===== src/rtl/fcup_pkg.sv =====
// ----------------------------------------------------------------------------
// fcup_pkg
// Shared types and constants for the framed command and upload parser.
// ----------------------------------------------------------------------------
package fcup_pkg;

	localparam int ECHO_DEPTH = 64;
	localparam int IDX_W      = (ECHO_DEPTH > 1) ? $clog2(ECHO_DEPTH) : 1;
	localparam int CNT_W      = $clog2(ECHO_DEPTH + 1);
	localparam int BATCH_W    = 7;
	localparam int MAX_BATCH  = 60;
	localparam int BATCH_CAP  = (MAX_BATCH < ECHO_DEPTH) ? MAX_BATCH : ECHO_DEPTH;

	localparam logic [7:0] SYNC_HEAD   = 8'h55;
	localparam logic [7:0] SYNC_SECOND = 8'h0A;
	localparam logic [7:0] SYNC_TAIL   = 8'hFF;
	localparam logic [7:0] LOCAL_HI    = 8'h07;
	localparam logic [7:0] REMOTE_LO   = 8'h20;
	localparam logic [7:0] REMOTE_HI   = 8'h28;
	localparam logic [7:0] CODE_UPLOAD = 8'h05;
	localparam logic [7:0] RESP_OFFSET = 8'h50;

	localparam logic [2:0] STEP_COUNT_BYTE = 3'd0;
	localparam logic [2:0] STEP_FIRST      = 3'd1;
	localparam logic [2:0] STEP_LAST       = 3'd5;

	typedef enum logic [2:0] {
		CFG_REGION1    = 3'd0,
		CFG_REGION2    = 3'd1,
		CFG_REGION3    = 3'd2,
		CFG_REGION4    = 3'd3,
		CFG_REGION5    = 3'd4,
		CFG_ECHO_BATCH = 3'd5
	} cfg_idx_t;

	typedef struct packed {
		logic take;
		logic mem_rd;
		logic echo_adv;
		logic echo_sel;
	} ctrl_cmd_t;

	typedef struct packed {
		logic flush_pend;
		logic echo_last;
	} dp_stat_t;

endpackage


===== src/rtl/fcup_ctrl.sv =====
// ----------------------------------------------------------------------------
// fcup_ctrl
// Sequencer: takes one byte and presents its step report; on a flush it then
// walks the echo buffer one transaction at a time.
// ----------------------------------------------------------------------------
module fcup_ctrl (
	input  logic                 clk,
	input  logic                 arst_n,
	input  logic                 in_valid,
	output logic                 in_ready,
	output logic                 out_valid,
	input  logic                 out_ready,
	input  fcup_pkg::dp_stat_t   stat,
	output fcup_pkg::ctrl_cmd_t  cmd
);

	typedef enum logic [1:0] {
		ST_IDLE,
		ST_REPORT,
		ST_ECHO_RD,
		ST_ECHO_OUT
	} state_t;

	state_t state_q;
	logic   in_ready_q;
	logic   out_valid_q;

	assign in_ready  = in_ready_q;
	assign out_valid = out_valid_q;

	always_comb begin
		cmd          = '0;
		cmd.take     = in_ready_q & in_valid;
		cmd.mem_rd   = (state_q == ST_ECHO_RD);
		cmd.echo_sel = (state_q == ST_ECHO_OUT);
		cmd.echo_adv = (state_q == ST_ECHO_OUT) & out_ready;
	end

	always_ff @(posedge clk or negedge arst_n) begin
		if (!arst_n) begin
			state_q     <= ST_IDLE;
			in_ready_q  <= 1'b1;
			out_valid_q <= 1'b0;
		end else begin
			case (state_q)
				ST_IDLE: begin
					if (in_valid) begin
						state_q     <= ST_REPORT;
						in_ready_q  <= 1'b0;
						out_valid_q <= 1'b1;
					end
				end
				ST_REPORT: begin
					if (out_ready) begin
						out_valid_q <= 1'b0;
						if (stat.flush_pend) begin
							state_q <= ST_ECHO_RD;
						end else begin
							state_q    <= ST_IDLE;
							in_ready_q <= 1'b1;
						end
					end
				end
				ST_ECHO_RD: begin
					state_q     <= ST_ECHO_OUT;
					out_valid_q <= 1'b1;
				end
				ST_ECHO_OUT: begin
					if (out_ready) begin
						out_valid_q <= 1'b0;
						if (stat.echo_last) begin
							state_q    <= ST_IDLE;
							in_ready_q <= 1'b1;
						end else begin
							state_q <= ST_ECHO_RD;
						end
					end
				end
				default: begin
					state_q     <= ST_IDLE;
					in_ready_q  <= 1'b1;
					out_valid_q <= 1'b0;
				end
			endcase
		end
	end

endmodule


===== src/rtl/fcup_dp.sv =====
// ----------------------------------------------------------------------------
// fcup_dp
// Datapath: frame window, upload tracking, echo buffer and result register.
// ----------------------------------------------------------------------------
module fcup_dp (
	input  logic                 clk,
	input  logic                 arst_n,
	input  fcup_pkg::ctrl_cmd_t  cmd,
	output fcup_pkg::dp_stat_t   stat,
	input  logic                 cfg_valid,
	input  logic [2:0]           cfg_index,
	input  logic [15:0]          cfg_data,
	input  logic [7:0]           rx_byte,
	output logic                 kind,
	output logic                 cmd_valid,
	output logic [7:0]           cmd_code,
	output logic                 response_valid,
	output logic [7:0]           response_code,
	output logic                 store_valid,
	output logic [2:0]           store_region,
	output logic [15:0]          store_offset,
	output logic                 upload_done,
	output logic [7:0]           echo_byte,
	output logic                 last
);

	logic [15:0] region_len_q [5];
	logic [5:0]  echo_batch_q;

	logic [7:0]  win_q [3];
	logic        upload_q;
	logic [2:0]  step_q;
	logic [15:0] offset_q;
	logic [fcup_pkg::CNT_W-1:0] echo_cnt_q;

	logic [7:0]  echo_mem [fcup_pkg::ECHO_DEPTH];
	logic [7:0]  rd_data_q;
	logic [fcup_pkg::CNT_W-1:0] rd_idx_q;
	logic [fcup_pkg::CNT_W-1:0] flush_n_q;
	logic        flush_q;

	logic        r_cmd_valid_q, r_resp_valid_q, r_store_valid_q, r_done_q;
	logic [7:0]  r_cmd_code_q, r_resp_code_q;
	logic [2:0]  r_region_q;
	logic [15:0] r_offset_q;

	// next-step values
	logic        n_cmd_valid, n_resp_valid, n_store_valid, n_done;
	logic [7:0]  n_cmd_code, n_resp_code;
	logic [2:0]  n_region, n_step;
	logic [15:0] n_offset, off_inc, cur_len;
	logic        n_upload, frame, known, n_flush, clear_cnt;
	logic [fcup_pkg::BATCH_W-1:0] cnt_inc, batch_lim;

	always_comb begin
		batch_lim = fcup_pkg::BATCH_W'(echo_batch_q);
		if (echo_batch_q == 6'd0)
			batch_lim = fcup_pkg::BATCH_W'(1);
		else if (batch_lim > fcup_pkg::BATCH_W'(fcup_pkg::BATCH_CAP))
			batch_lim = fcup_pkg::BATCH_W'(fcup_pkg::BATCH_CAP);
	end

	always_comb begin
		case (step_q)
			3'd1:    cur_len = region_len_q[0];
			3'd2:    cur_len = region_len_q[1];
			3'd3:    cur_len = region_len_q[2];
			3'd4:    cur_len = region_len_q[3];
			3'd5:    cur_len = region_len_q[4];
			default: cur_len = 16'd1;
		endcase
		if (cur_len == 16'd0)
			cur_len = 16'd1;
	end

	assign off_inc = offset_q + 16'd1;
	assign cnt_inc = fcup_pkg::BATCH_W'(echo_cnt_q) + fcup_pkg::BATCH_W'(1);
	assign frame   = (win_q[0] == fcup_pkg::SYNC_HEAD) && (win_q[1] == fcup_pkg::SYNC_SECOND)
		&& (rx_byte == fcup_pkg::SYNC_TAIL);
	assign known   = (win_q[2] <= fcup_pkg::LOCAL_HI)
		|| ((win_q[2] >= fcup_pkg::REMOTE_LO) && (win_q[2] <= fcup_pkg::REMOTE_HI));

	always_comb begin
		n_cmd_valid   = 1'b0;
		n_cmd_code    = 8'd0;
		n_resp_valid  = 1'b0;
		n_resp_code   = 8'd0;
		n_store_valid = 1'b0;
		n_region      = 3'd0;
		n_offset      = 16'd0;
		n_done        = 1'b0;
		n_flush       = 1'b0;
		n_upload      = upload_q;
		n_step        = step_q;
		clear_cnt     = 1'b0;
		if (!upload_q) begin
			if (frame && known) begin
				n_cmd_valid = 1'b1;
				n_cmd_code  = win_q[2];
				if (win_q[2] <= fcup_pkg::LOCAL_HI) begin
					n_resp_valid = 1'b1;
					n_resp_code  = win_q[2] + fcup_pkg::RESP_OFFSET;
				end
				if (win_q[2] == fcup_pkg::CODE_UPLOAD) begin
					n_upload  = 1'b1;
					n_step    = fcup_pkg::STEP_COUNT_BYTE;
					clear_cnt = 1'b1;
				end
			end
		end else begin
			n_flush = (cnt_inc >= batch_lim);
			if (step_q == fcup_pkg::STEP_COUNT_BYTE) begin
				n_store_valid = 1'b1;
				n_step        = fcup_pkg::STEP_FIRST;
			end else if (step_q <= fcup_pkg::STEP_LAST) begin
				n_store_valid = 1'b1;
				n_region      = step_q;
				n_offset      = offset_q;
				if (off_inc >= cur_len) begin
					if (step_q == fcup_pkg::STEP_LAST)
						n_done = 1'b1;
					else
						n_step = step_q + 3'd1;
				end
			end else begin
				n_done = 1'b1;
			end
			if (n_done) begin
				n_upload = 1'b0;
				n_step   = fcup_pkg::STEP_COUNT_BYTE;
				n_flush  = 1'b1;
			end
			clear_cnt = n_flush;
		end
	end

	always_ff @(posedge clk or negedge arst_n) begin
		if (!arst_n) begin
			for (int i = 0; i < 5; i++)
				region_len_q[i] <= 16'd1;
			echo_batch_q <= 6'd60;
			for (int i = 0; i < 3; i++)
				win_q[i] <= 8'd0;
			upload_q   <= 1'b0;
			step_q     <= fcup_pkg::STEP_COUNT_BYTE;
			offset_q   <= 16'd0;
			echo_cnt_q <= '0;
			flush_q    <= 1'b0;
			flush_n_q  <= '0;
			rd_idx_q   <= '0;
		end else begin
			if (cfg_valid) begin
				case (fcup_pkg::cfg_idx_t'(cfg_index))
					fcup_pkg::CFG_REGION1:    region_len_q[0] <= cfg_data;
					fcup_pkg::CFG_REGION2:    region_len_q[1] <= cfg_data;
					fcup_pkg::CFG_REGION3:    region_len_q[2] <= cfg_data;
					fcup_pkg::CFG_REGION4:    region_len_q[3] <= cfg_data;
					fcup_pkg::CFG_REGION5:    region_len_q[4] <= cfg_data;
					fcup_pkg::CFG_ECHO_BATCH: echo_batch_q    <= cfg_data[5:0];
					default: ;
				endcase
			end
			if (cmd.take) begin
				flush_q   <= n_flush;
				flush_n_q <= fcup_pkg::CNT_W'(cnt_inc);
				rd_idx_q  <= '0;
				upload_q  <= n_upload;
				step_q    <= n_step;
				if (!upload_q) begin
					win_q[0] <= win_q[1];
					win_q[1] <= win_q[2];
					win_q[2] <= rx_byte;
					offset_q <= 16'd0;
				end else if (n_done || step_q == fcup_pkg::STEP_COUNT_BYTE
					|| off_inc >= cur_len) begin
					offset_q <= 16'd0;
				end else begin
					offset_q <= off_inc;
				end
				if (clear_cnt)
					echo_cnt_q <= '0;
				else if (upload_q)
					echo_cnt_q <= fcup_pkg::CNT_W'(cnt_inc);
			end else if (cmd.echo_adv) begin
				rd_idx_q <= rd_idx_q + fcup_pkg::CNT_W'(1);
			end
		end
	end

	always_ff @(posedge clk) begin
		if (cmd.take) begin
			if (upload_q)
				echo_mem[echo_cnt_q[fcup_pkg::IDX_W-1:0]] <= rx_byte;
			r_cmd_valid_q   <= n_cmd_valid;
			r_cmd_code_q    <= n_cmd_code;
			r_resp_valid_q  <= n_resp_valid;
			r_resp_code_q   <= n_resp_code;
			r_store_valid_q <= n_store_valid;
			r_region_q      <= n_region;
			r_offset_q      <= n_offset;
			r_done_q        <= n_done;
		end
		if (cmd.mem_rd)
			rd_data_q <= echo_mem[rd_idx_q[fcup_pkg::IDX_W-1:0]];
	end

	assign stat.flush_pend = flush_q;
	assign stat.echo_last  = (rd_idx_q == flush_n_q - fcup_pkg::CNT_W'(1));

	assign kind           = cmd.echo_sel;
	assign cmd_valid      = cmd.echo_sel ? 1'b0  : r_cmd_valid_q;
	assign cmd_code       = cmd.echo_sel ? 8'd0  : r_cmd_code_q;
	assign response_valid = cmd.echo_sel ? 1'b0  : r_resp_valid_q;
	assign response_code  = cmd.echo_sel ? 8'd0  : r_resp_code_q;
	assign store_valid    = cmd.echo_sel ? 1'b0  : r_store_valid_q;
	assign store_region   = cmd.echo_sel ? 3'd0  : r_region_q;
	assign store_offset   = cmd.echo_sel ? 16'd0 : r_offset_q;
	assign upload_done    = cmd.echo_sel ? 1'b0  : r_done_q;
	assign echo_byte      = cmd.echo_sel ? rd_data_q : 8'd0;
	assign last           = cmd.echo_sel ? stat.echo_last : !flush_q;

endmodule


===== src/rtl/framed_command_and_upload_parser.sv =====
// ----------------------------------------------------------------------------
// framed_command_and_upload_parser
// Serial byte parser for command frames and table uploads.
// ----------------------------------------------------------------------------
// Input channel (in_valid/in_ready, rx_byte): one received byte per
// transaction. Output channel (out_valid/out_ready): each byte gives one step
// report (kind 0), then, on an echo flush, the buffered upload bytes in
// arrival order (kind 1); last marks the final result of a byte.
// Configuration channel (cfg_valid/cfg_ready, cfg_index, cfg_data): always
// ready; write only while the block is idle.
// Latency: the step report is valid in the cycle after the input transaction.
// Throughput: one byte at a time; on a flush, each echo byte is read from the
// echo buffer through a registered read (one read per echo byte) before it is
// presented on the output.
// Reset: command mode, empty frame window and echo buffer count, region
// lengths 1, echo batch 60. The echo buffer itself needs no clearing.
// Receiver stall: results hold on the output until taken; no new byte is
// accepted until the final result of the current byte has been taken.
// ----------------------------------------------------------------------------
module framed_command_and_upload_parser (
	input  logic        clk,
	input  logic        arst_n,
	input  logic        in_valid,
	output logic        in_ready,
	input  logic [7:0]  rx_byte,
	output logic        out_valid,
	input  logic        out_ready,
	output logic        kind,
	output logic        cmd_valid,
	output logic [7:0]  cmd_code,
	output logic        response_valid,
	output logic [7:0]  response_code,
	output logic        store_valid,
	output logic [2:0]  store_region,
	output logic [15:0] store_offset,
	output logic        upload_done,
	output logic [7:0]  echo_byte,
	output logic        last,
	input  logic        cfg_valid,
	output logic        cfg_ready,
	input  logic [2:0]  cfg_index,
	input  logic [15:0] cfg_data
);

	fcup_pkg::ctrl_cmd_t cmd;
	fcup_pkg::dp_stat_t  stat;

	assign cfg_ready = 1'b1;

	fcup_ctrl u_ctrl (
		.clk       (clk),
		.arst_n    (arst_n),
		.in_valid  (in_valid),
		.in_ready  (in_ready),
		.out_valid (out_valid),
		.out_ready (out_ready),
		.stat      (stat),
		.cmd       (cmd)
	);

	fcup_dp u_dp (
		.clk            (clk),
		.arst_n         (arst_n),
		.cmd            (cmd),
		.stat           (stat),
		.cfg_valid      (cfg_valid),
		.cfg_index      (cfg_index),
		.cfg_data       (cfg_data),
		.rx_byte        (rx_byte),
		.kind           (kind),
		.cmd_valid      (cmd_valid),
		.cmd_code       (cmd_code),
		.response_valid (response_valid),
		.response_code  (response_code),
		.store_valid    (store_valid),
		.store_region   (store_region),
		.store_offset   (store_offset),
		.upload_done    (upload_done),
		.echo_byte      (echo_byte),
		.last           (last)
	);

endmodule


===== config.mk =====
export PLATFORM = sky130hd
export DESIGN_NAME = framed_command_and_upload_parser
export DESIGN_NICKNAME = d
export VERILOG_FILES = /design/src/rtl/fcup_pkg.sv /design/src/rtl/fcup_ctrl.sv /design/src/rtl/fcup_dp.sv /design/src/rtl/framed_command_and_upload_parser.sv
export SDC_FILE = /design/constraint.sdc
export NUM_CORES = 1
export LEC_CHECK = 0
export ABC_AREA = 1
export BUFFER_PORTS_ARGS = -buffer_cell sky130_fd_sc_hd__buf_2
export CAP_MARGIN = 5
export CORE_MARGIN = 2
export CORE_UTILIZATION = 62
export CTS_CLUSTER_DIAMETER = 40
export DETAILED_ROUTE_END_ITERATION = 8
export GPL_ROUTABILITY_DRIVEN = 0
export GPL_TIMING_DRIVEN = 0
export PLACE_DENSITY = 0.79
export SYNTH_ARGS = -nofsm -noshare
export SYNTH_HDL_FRONTEND = slang
export SYNTH_HIERARCHICAL = 1
export SYNTH_SLANG_ARGS = --single-unit

===== constraint.sdc =====
create_clock -name clk -period 3.31 [get_ports clk]
set_input_delay 0.993 -clock clk [delete_from_list [all_inputs] [get_ports clk]]
set_output_delay 0.993 -clock clk [all_outputs]
set_load 0.02 [all_outputs]

==> flow_metrics.tcl <==
set metrics [dict create \
    sequential_power_share_pct 32.7 \
    share_of_the_yosys_chip_area_belonging_to_registers_pct 67.14 \
    worst_ep_arrival_time_ps 3790 \
    maxCapViolCount 0 \
    synth.distinct_cells 50 \
    routed_wl_um 95440 \
    post_route_cells_drive_above_1_share_pct 17.50 \
    critPathCaptureType "flop" \
    synth_area_leaders "sky130_fd_sc_hd__edfxtp_1, sky130_fd_sc_hd__dfrtp_1, sky130_fd_sc_hd__nor2_1" \
    synthMostInstantiatedCell "sky130_fd_sc_hd__edfxtp_1" \
    cts_root_buffer "sky130_fd_sc_hd__clkbuf_16" \
    syn_to_final_growth_pct 18.11 \
    worst_slew_pin_slew_ps 1363 \
    synth_enable_flop_cells 559 \
    finish.cell_count_without_fillers 3773 \
    startpoint_type "flop" \
    post-route-util_pct 74.24 \
    postSynthCellCount 2829 \
    finalHoldViolCount 0 \
    synth-main-ff-cell "sky130_fd_sc_hd__edfxtp_1" \
    dieHeight_um 227.0 \
    fp.dieW_um 227.0 \
    synth_area_leader_cell "sky130_fd_sc_hd__edfxtp_1" \
    synth_top_area_share_pct 54.44 \
    min_path_type "primary input to asynchronous set/reset pin" \
    worst_clock_skew_ps 42.43 \
    drt-wirelength-per-cell_um 25.30 \
    rrSetupSlack_ps -210 \
    rr_endpoint "u_dp/echo_mem[59][6]$_DFFE_PP_" \
    num_ports 84 \
    drt_pass1_iterations 8 \
    worst_r2r_path_depth 7 \
    synth_area_sq_um 30830 \
    dominant_combinational_cell_family_by_area_after_synthesis "simple AND/OR/NAND/NOR gates" \
    p_int_w 0.02010 \
    fill_cells 3135 \
    max-clock-path-buffers 3 \
    p_sw_w 0.01311 \
    power.ir.vdd_worst_v 0.0007173 \
    yosys_warnings 6 \
    grt_util_all_layers_pct 36.50 \
    switching_share_pct 39.46 \
    synth_compound_gate_area_share_pct 10.85 \
    max_freq_ghz 0.2838 \
    timing.slew.headroom_pct 9.137 \
    grt_first_pass_wirelength_um 137400 \
    timing.critical_path.fanout_max 21 \
    clock_tree_from_tritoncts "yes" \
    setup_violations 136 \
    p_comb_share_pct 37.2 \
    period_needed_ps 3523 \
    critical_path_class "flop to flop" \
    first_global_vias 23180 \
    vias_per_cell 6.513 \
    numClockSinks 715 \
    insertion_delay_to_the_later_sink_of_the_worst_skew_pair_ps 670 \
    adder_cell_share_of_the_synthesized_area_pct 1.501 \
    synth.ff_latch_count 715 \
    setup_repair_after_global_routing_missed_its_margin "true" \
    synth.mux.area_fraction_pct 0 \
    final-seq-area_sq_um 20710 \
    grt_max_degree 90 \
    worstPathRequired_ps 3570 \
    pwr-share-clk_pct 30.0 \
    antenna_violations_before_repair 3 \
    setup_ws_ps -213.1 \
    p_leak_nw 13.76 \
    worst_hold_slack_ps 365.7 \
    post_synth_xor_area_fraction_pct 0.6777 \
    dp.cells 3578 \
    placeableCoreArea_sq_um 49050 \
    power.density_nw_per_um2 912.0 \
    post_synth_most_frequent_cells "sky130_fd_sc_hd__edfxtp_1, sky130_fd_sc_hd__nor2_1, sky130_fd_sc_hd__nand2_1, sky130_fd_sc_hd__o21ai_0, sky130_fd_sc_hd__inv_1" \
    failing_checks "negative setup slack" \
    initial_core_util_pct 62.86 \
    row_count 81 \
    dp.final_hpwl_um 57820 \
    multi_input_logic_area_sq_um 9224 \
    die_footprint_sq_um 51530 \
    clock_tree.htree_level_count 3 \
    post-route-period-util_pct 106.4 \
    cts.reportedPaths.clkPinSlew_ps 60 \
    via_count 24580 \
    final_net_count 3106 \
    simple_gate_share_of_the_synthesized_area_pct 14.46 \
    dr.first_iter.drc_count 4055 \
    antenna_left 0 \
    io_buffer_count 82 \
    grt_overflow_total 0 \
    pins_over_slew_limit 0 \
    synth-async-reset-ratio_pct 21.82 \
    timing.rr.start "u_ctrl/in_ready$_DFFE_PN1P_" \
    status "finished with violations" \
    drt_drc_violations_left 0 \
    synthesis.area_per_instance_sq_um 10.90 \
    cts_made_buffers 88 \
]
[sequential cells by signal, indices dropped and copies added (netlist names), 7 cells and up]
name and count:
u_dp/echo_cnt_q 7, u_dp/echo_mem 512, u_dp/flush_n_q 7, u_dp/offset_q 16, u_dp/r_cmd_code_q 8, u_dp/r_offset_q 16, u_dp/r_resp_code_q 8, u_dp/rd_data_q 8
u_dp/rd_idx_q 7, u_dp/region_len_q 80, u_dp/win_q 24
[critical path, cell delays in order, from the launching register on]
cell                         delay [ps]
sky130_fd_sc_hd__dfstp_2            560
sky130_fd_sc_hd__nand2_1            150
sky130_fd_sc_hd__clkinvlp_4         390
sky130_fd_sc_hd__buf_2              320
sky130_fd_sc_hd__nand2_1            210
sky130_fd_sc_hd__nor2_1             270
sky130_fd_sc_hd__nand2_1            500
sky130_fd_sc_hd__nor2_2             740
[layout by cell type (no fill, tap or decap), types with 11 or more instances in the layout]
master / netlist / routed
sky130_fd_sc_hd__buf_6: 16 / 20
sky130_fd_sc_hd__edfxtp_1: 559 / 559
sky130_fd_sc_hd__inv_2: 12 / 16
sky130_fd_sc_hd__inv_6: 0 / 12
sky130_fd_sc_hd__nand4_1: 30 / 30
sky130_fd_sc_hd__dfrtp_1: 146 / 143
sky130_fd_sc_hd__o21ai_0: 366 / 363
sky130_fd_sc_hd__o21ai_1: 31 / 30
sky130_fd_sc_hd__ha_1: 37 / 30
sky130_fd_sc_hd__o211ai_1: 45 / 45
sky130_fd_sc_hd__clkbuf_16: 0 / 94
sky130_fd_sc_hd__nor3_1: 11 / 11
sky130_fd_sc_hd__a21oi_1: 41 / 38
sky130_fd_sc_hd__bufinv_16: 0 / 11
sky130_fd_sc_hd__clkbuf_1: 63 / 65
sky130_fd_sc_hd__clkinv_4: 0 / 11
sky130_fd_sc_hd__nand2_1: 400 / 381
sky130_fd_sc_hd__nor2_1: 526 / 453
sky130_fd_sc_hd__nand2_2: 5 / 17
sky130_fd_sc_hd__nor2_4: 1 / 49
sky130_fd_sc_hd__buf_2: 48 / 123
sky130_fd_sc_hd__nand3_1: 96 / 89
sky130_fd_sc_hd__o22ai_1: 77 / 73
sky130_fd_sc_hd__inv_1: 195 / 186
sky130_fd_sc_hd__buf_4: 16 / 40
sky130_fd_sc_hd__o221ai_1: 14 / 14
sky130_fd_sc_hd__nor2_2: 6 / 31
sky130_fd_sc_hd__xor2_1: 19 / 19
[power groups by stage]
stage	logic [W]	clock network [W]	registers, W
after CTS	0.0106	0.00998	0.0108
final	0.0124	0.00997	0.0109
after global placement	0.00990	0	0.0109
after global routing	0.0129	0.0104	0.0109
after floorplan	0.00647	0	0.0109
after detailed placement	0.0102	0	0.0110
[worst max path at each step]
stage               slack [ps]                        endpoint                         from  cells past startpoint
floorplan                  210  u_dp/echo_mem[14][0]$_DFFE_PP_                     in_valid                      7
finish                    -210  u_dp/echo_mem[59][6]$_DFFE_PP_  u_ctrl/in_ready$_DFFE_PN1P_                      7
detailed placement       -1230  u_dp/echo_mem[46][3]$_DFFE_PP_                     in_valid                      8
global route              -270      u_dp/step_q[1]$_DFFE_PN0P_   u_dp/step_q[1]$_DFFE_PN0P_                     26
global placement         -1050  u_dp/echo_mem[46][3]$_DFFE_PP_                     in_valid                      8
CTS                       -120  u_dp/echo_mem[40][3]$_DFFE_PP_  u_ctrl/in_ready$_DFFE_PN1P_                      7
[cells by family (layout without fill, tap and decap cells)]
| group | Yosys count | count (layout) |
|---|---|---|
| adders and majority gates | 37 | 37 |
| DFF | 715 | 715 |
| other | 2 | 5 |
| AOI/OAI and AO/OA | 597 | 597 |
| buffers and inverters | 363 | 640 |
| xor gates and xnor gates | 23 | 23 |
| and+or+nand+nor | 1092 | 1092 |
[routing by layer]
layer,vias to the layer above,global-route usage (%),wire length (um)
met3,523,11.41,13190
met5,-,0,28
li1,10250,-,-
met1,11680,45.65,32040
met2,2115,55.80,43100
met4,4,23.11,7073
[timing repair]
| action | in CTS | in global routing |
|---|---|---|
| resized for setup | 120 | 116 |
| setup endpoints to repair | 558 | 504 |
| buffers inserted | 7 | 23 |
| hold buffers | 0 | 0 |
| cloned | 1 | 3 |
| pin swaps | 5 | 26 |
[per-stage QoR]
step           area (sq um)  power, W  setup TNS, ps  setup WS, ps
2_1_floorplan         30840   0.01733              0         206.7
3_3_place_gp          32090   0.02084        -520120         -1045
3_5_place_dp          32120   0.02120        -463770         -1228
4_1_cts               35590   0.03143         -11580        -125.0
5_1_grt               36410   0.03422         -27520        -266.0
6_report              36420   0.03321         -11290        -213.1
[area by class of cell]
class | count | share of cell area (%)
flip-flops and latches | 715 | 56.86
multi-input cells | 1753 | 25.33
clock buffers | 99 | 6.391
plain buffers | 149 | 2.460
repair buffers | 119 | 2.391
well taps | 664 | 2.281
inverters | 210 | 2.250
clock inverters | 62 | 2.017
repair inverters | 1 | 0.01374
diodes | 1 | 0.006872
Power figures use the tool's default switching activity.
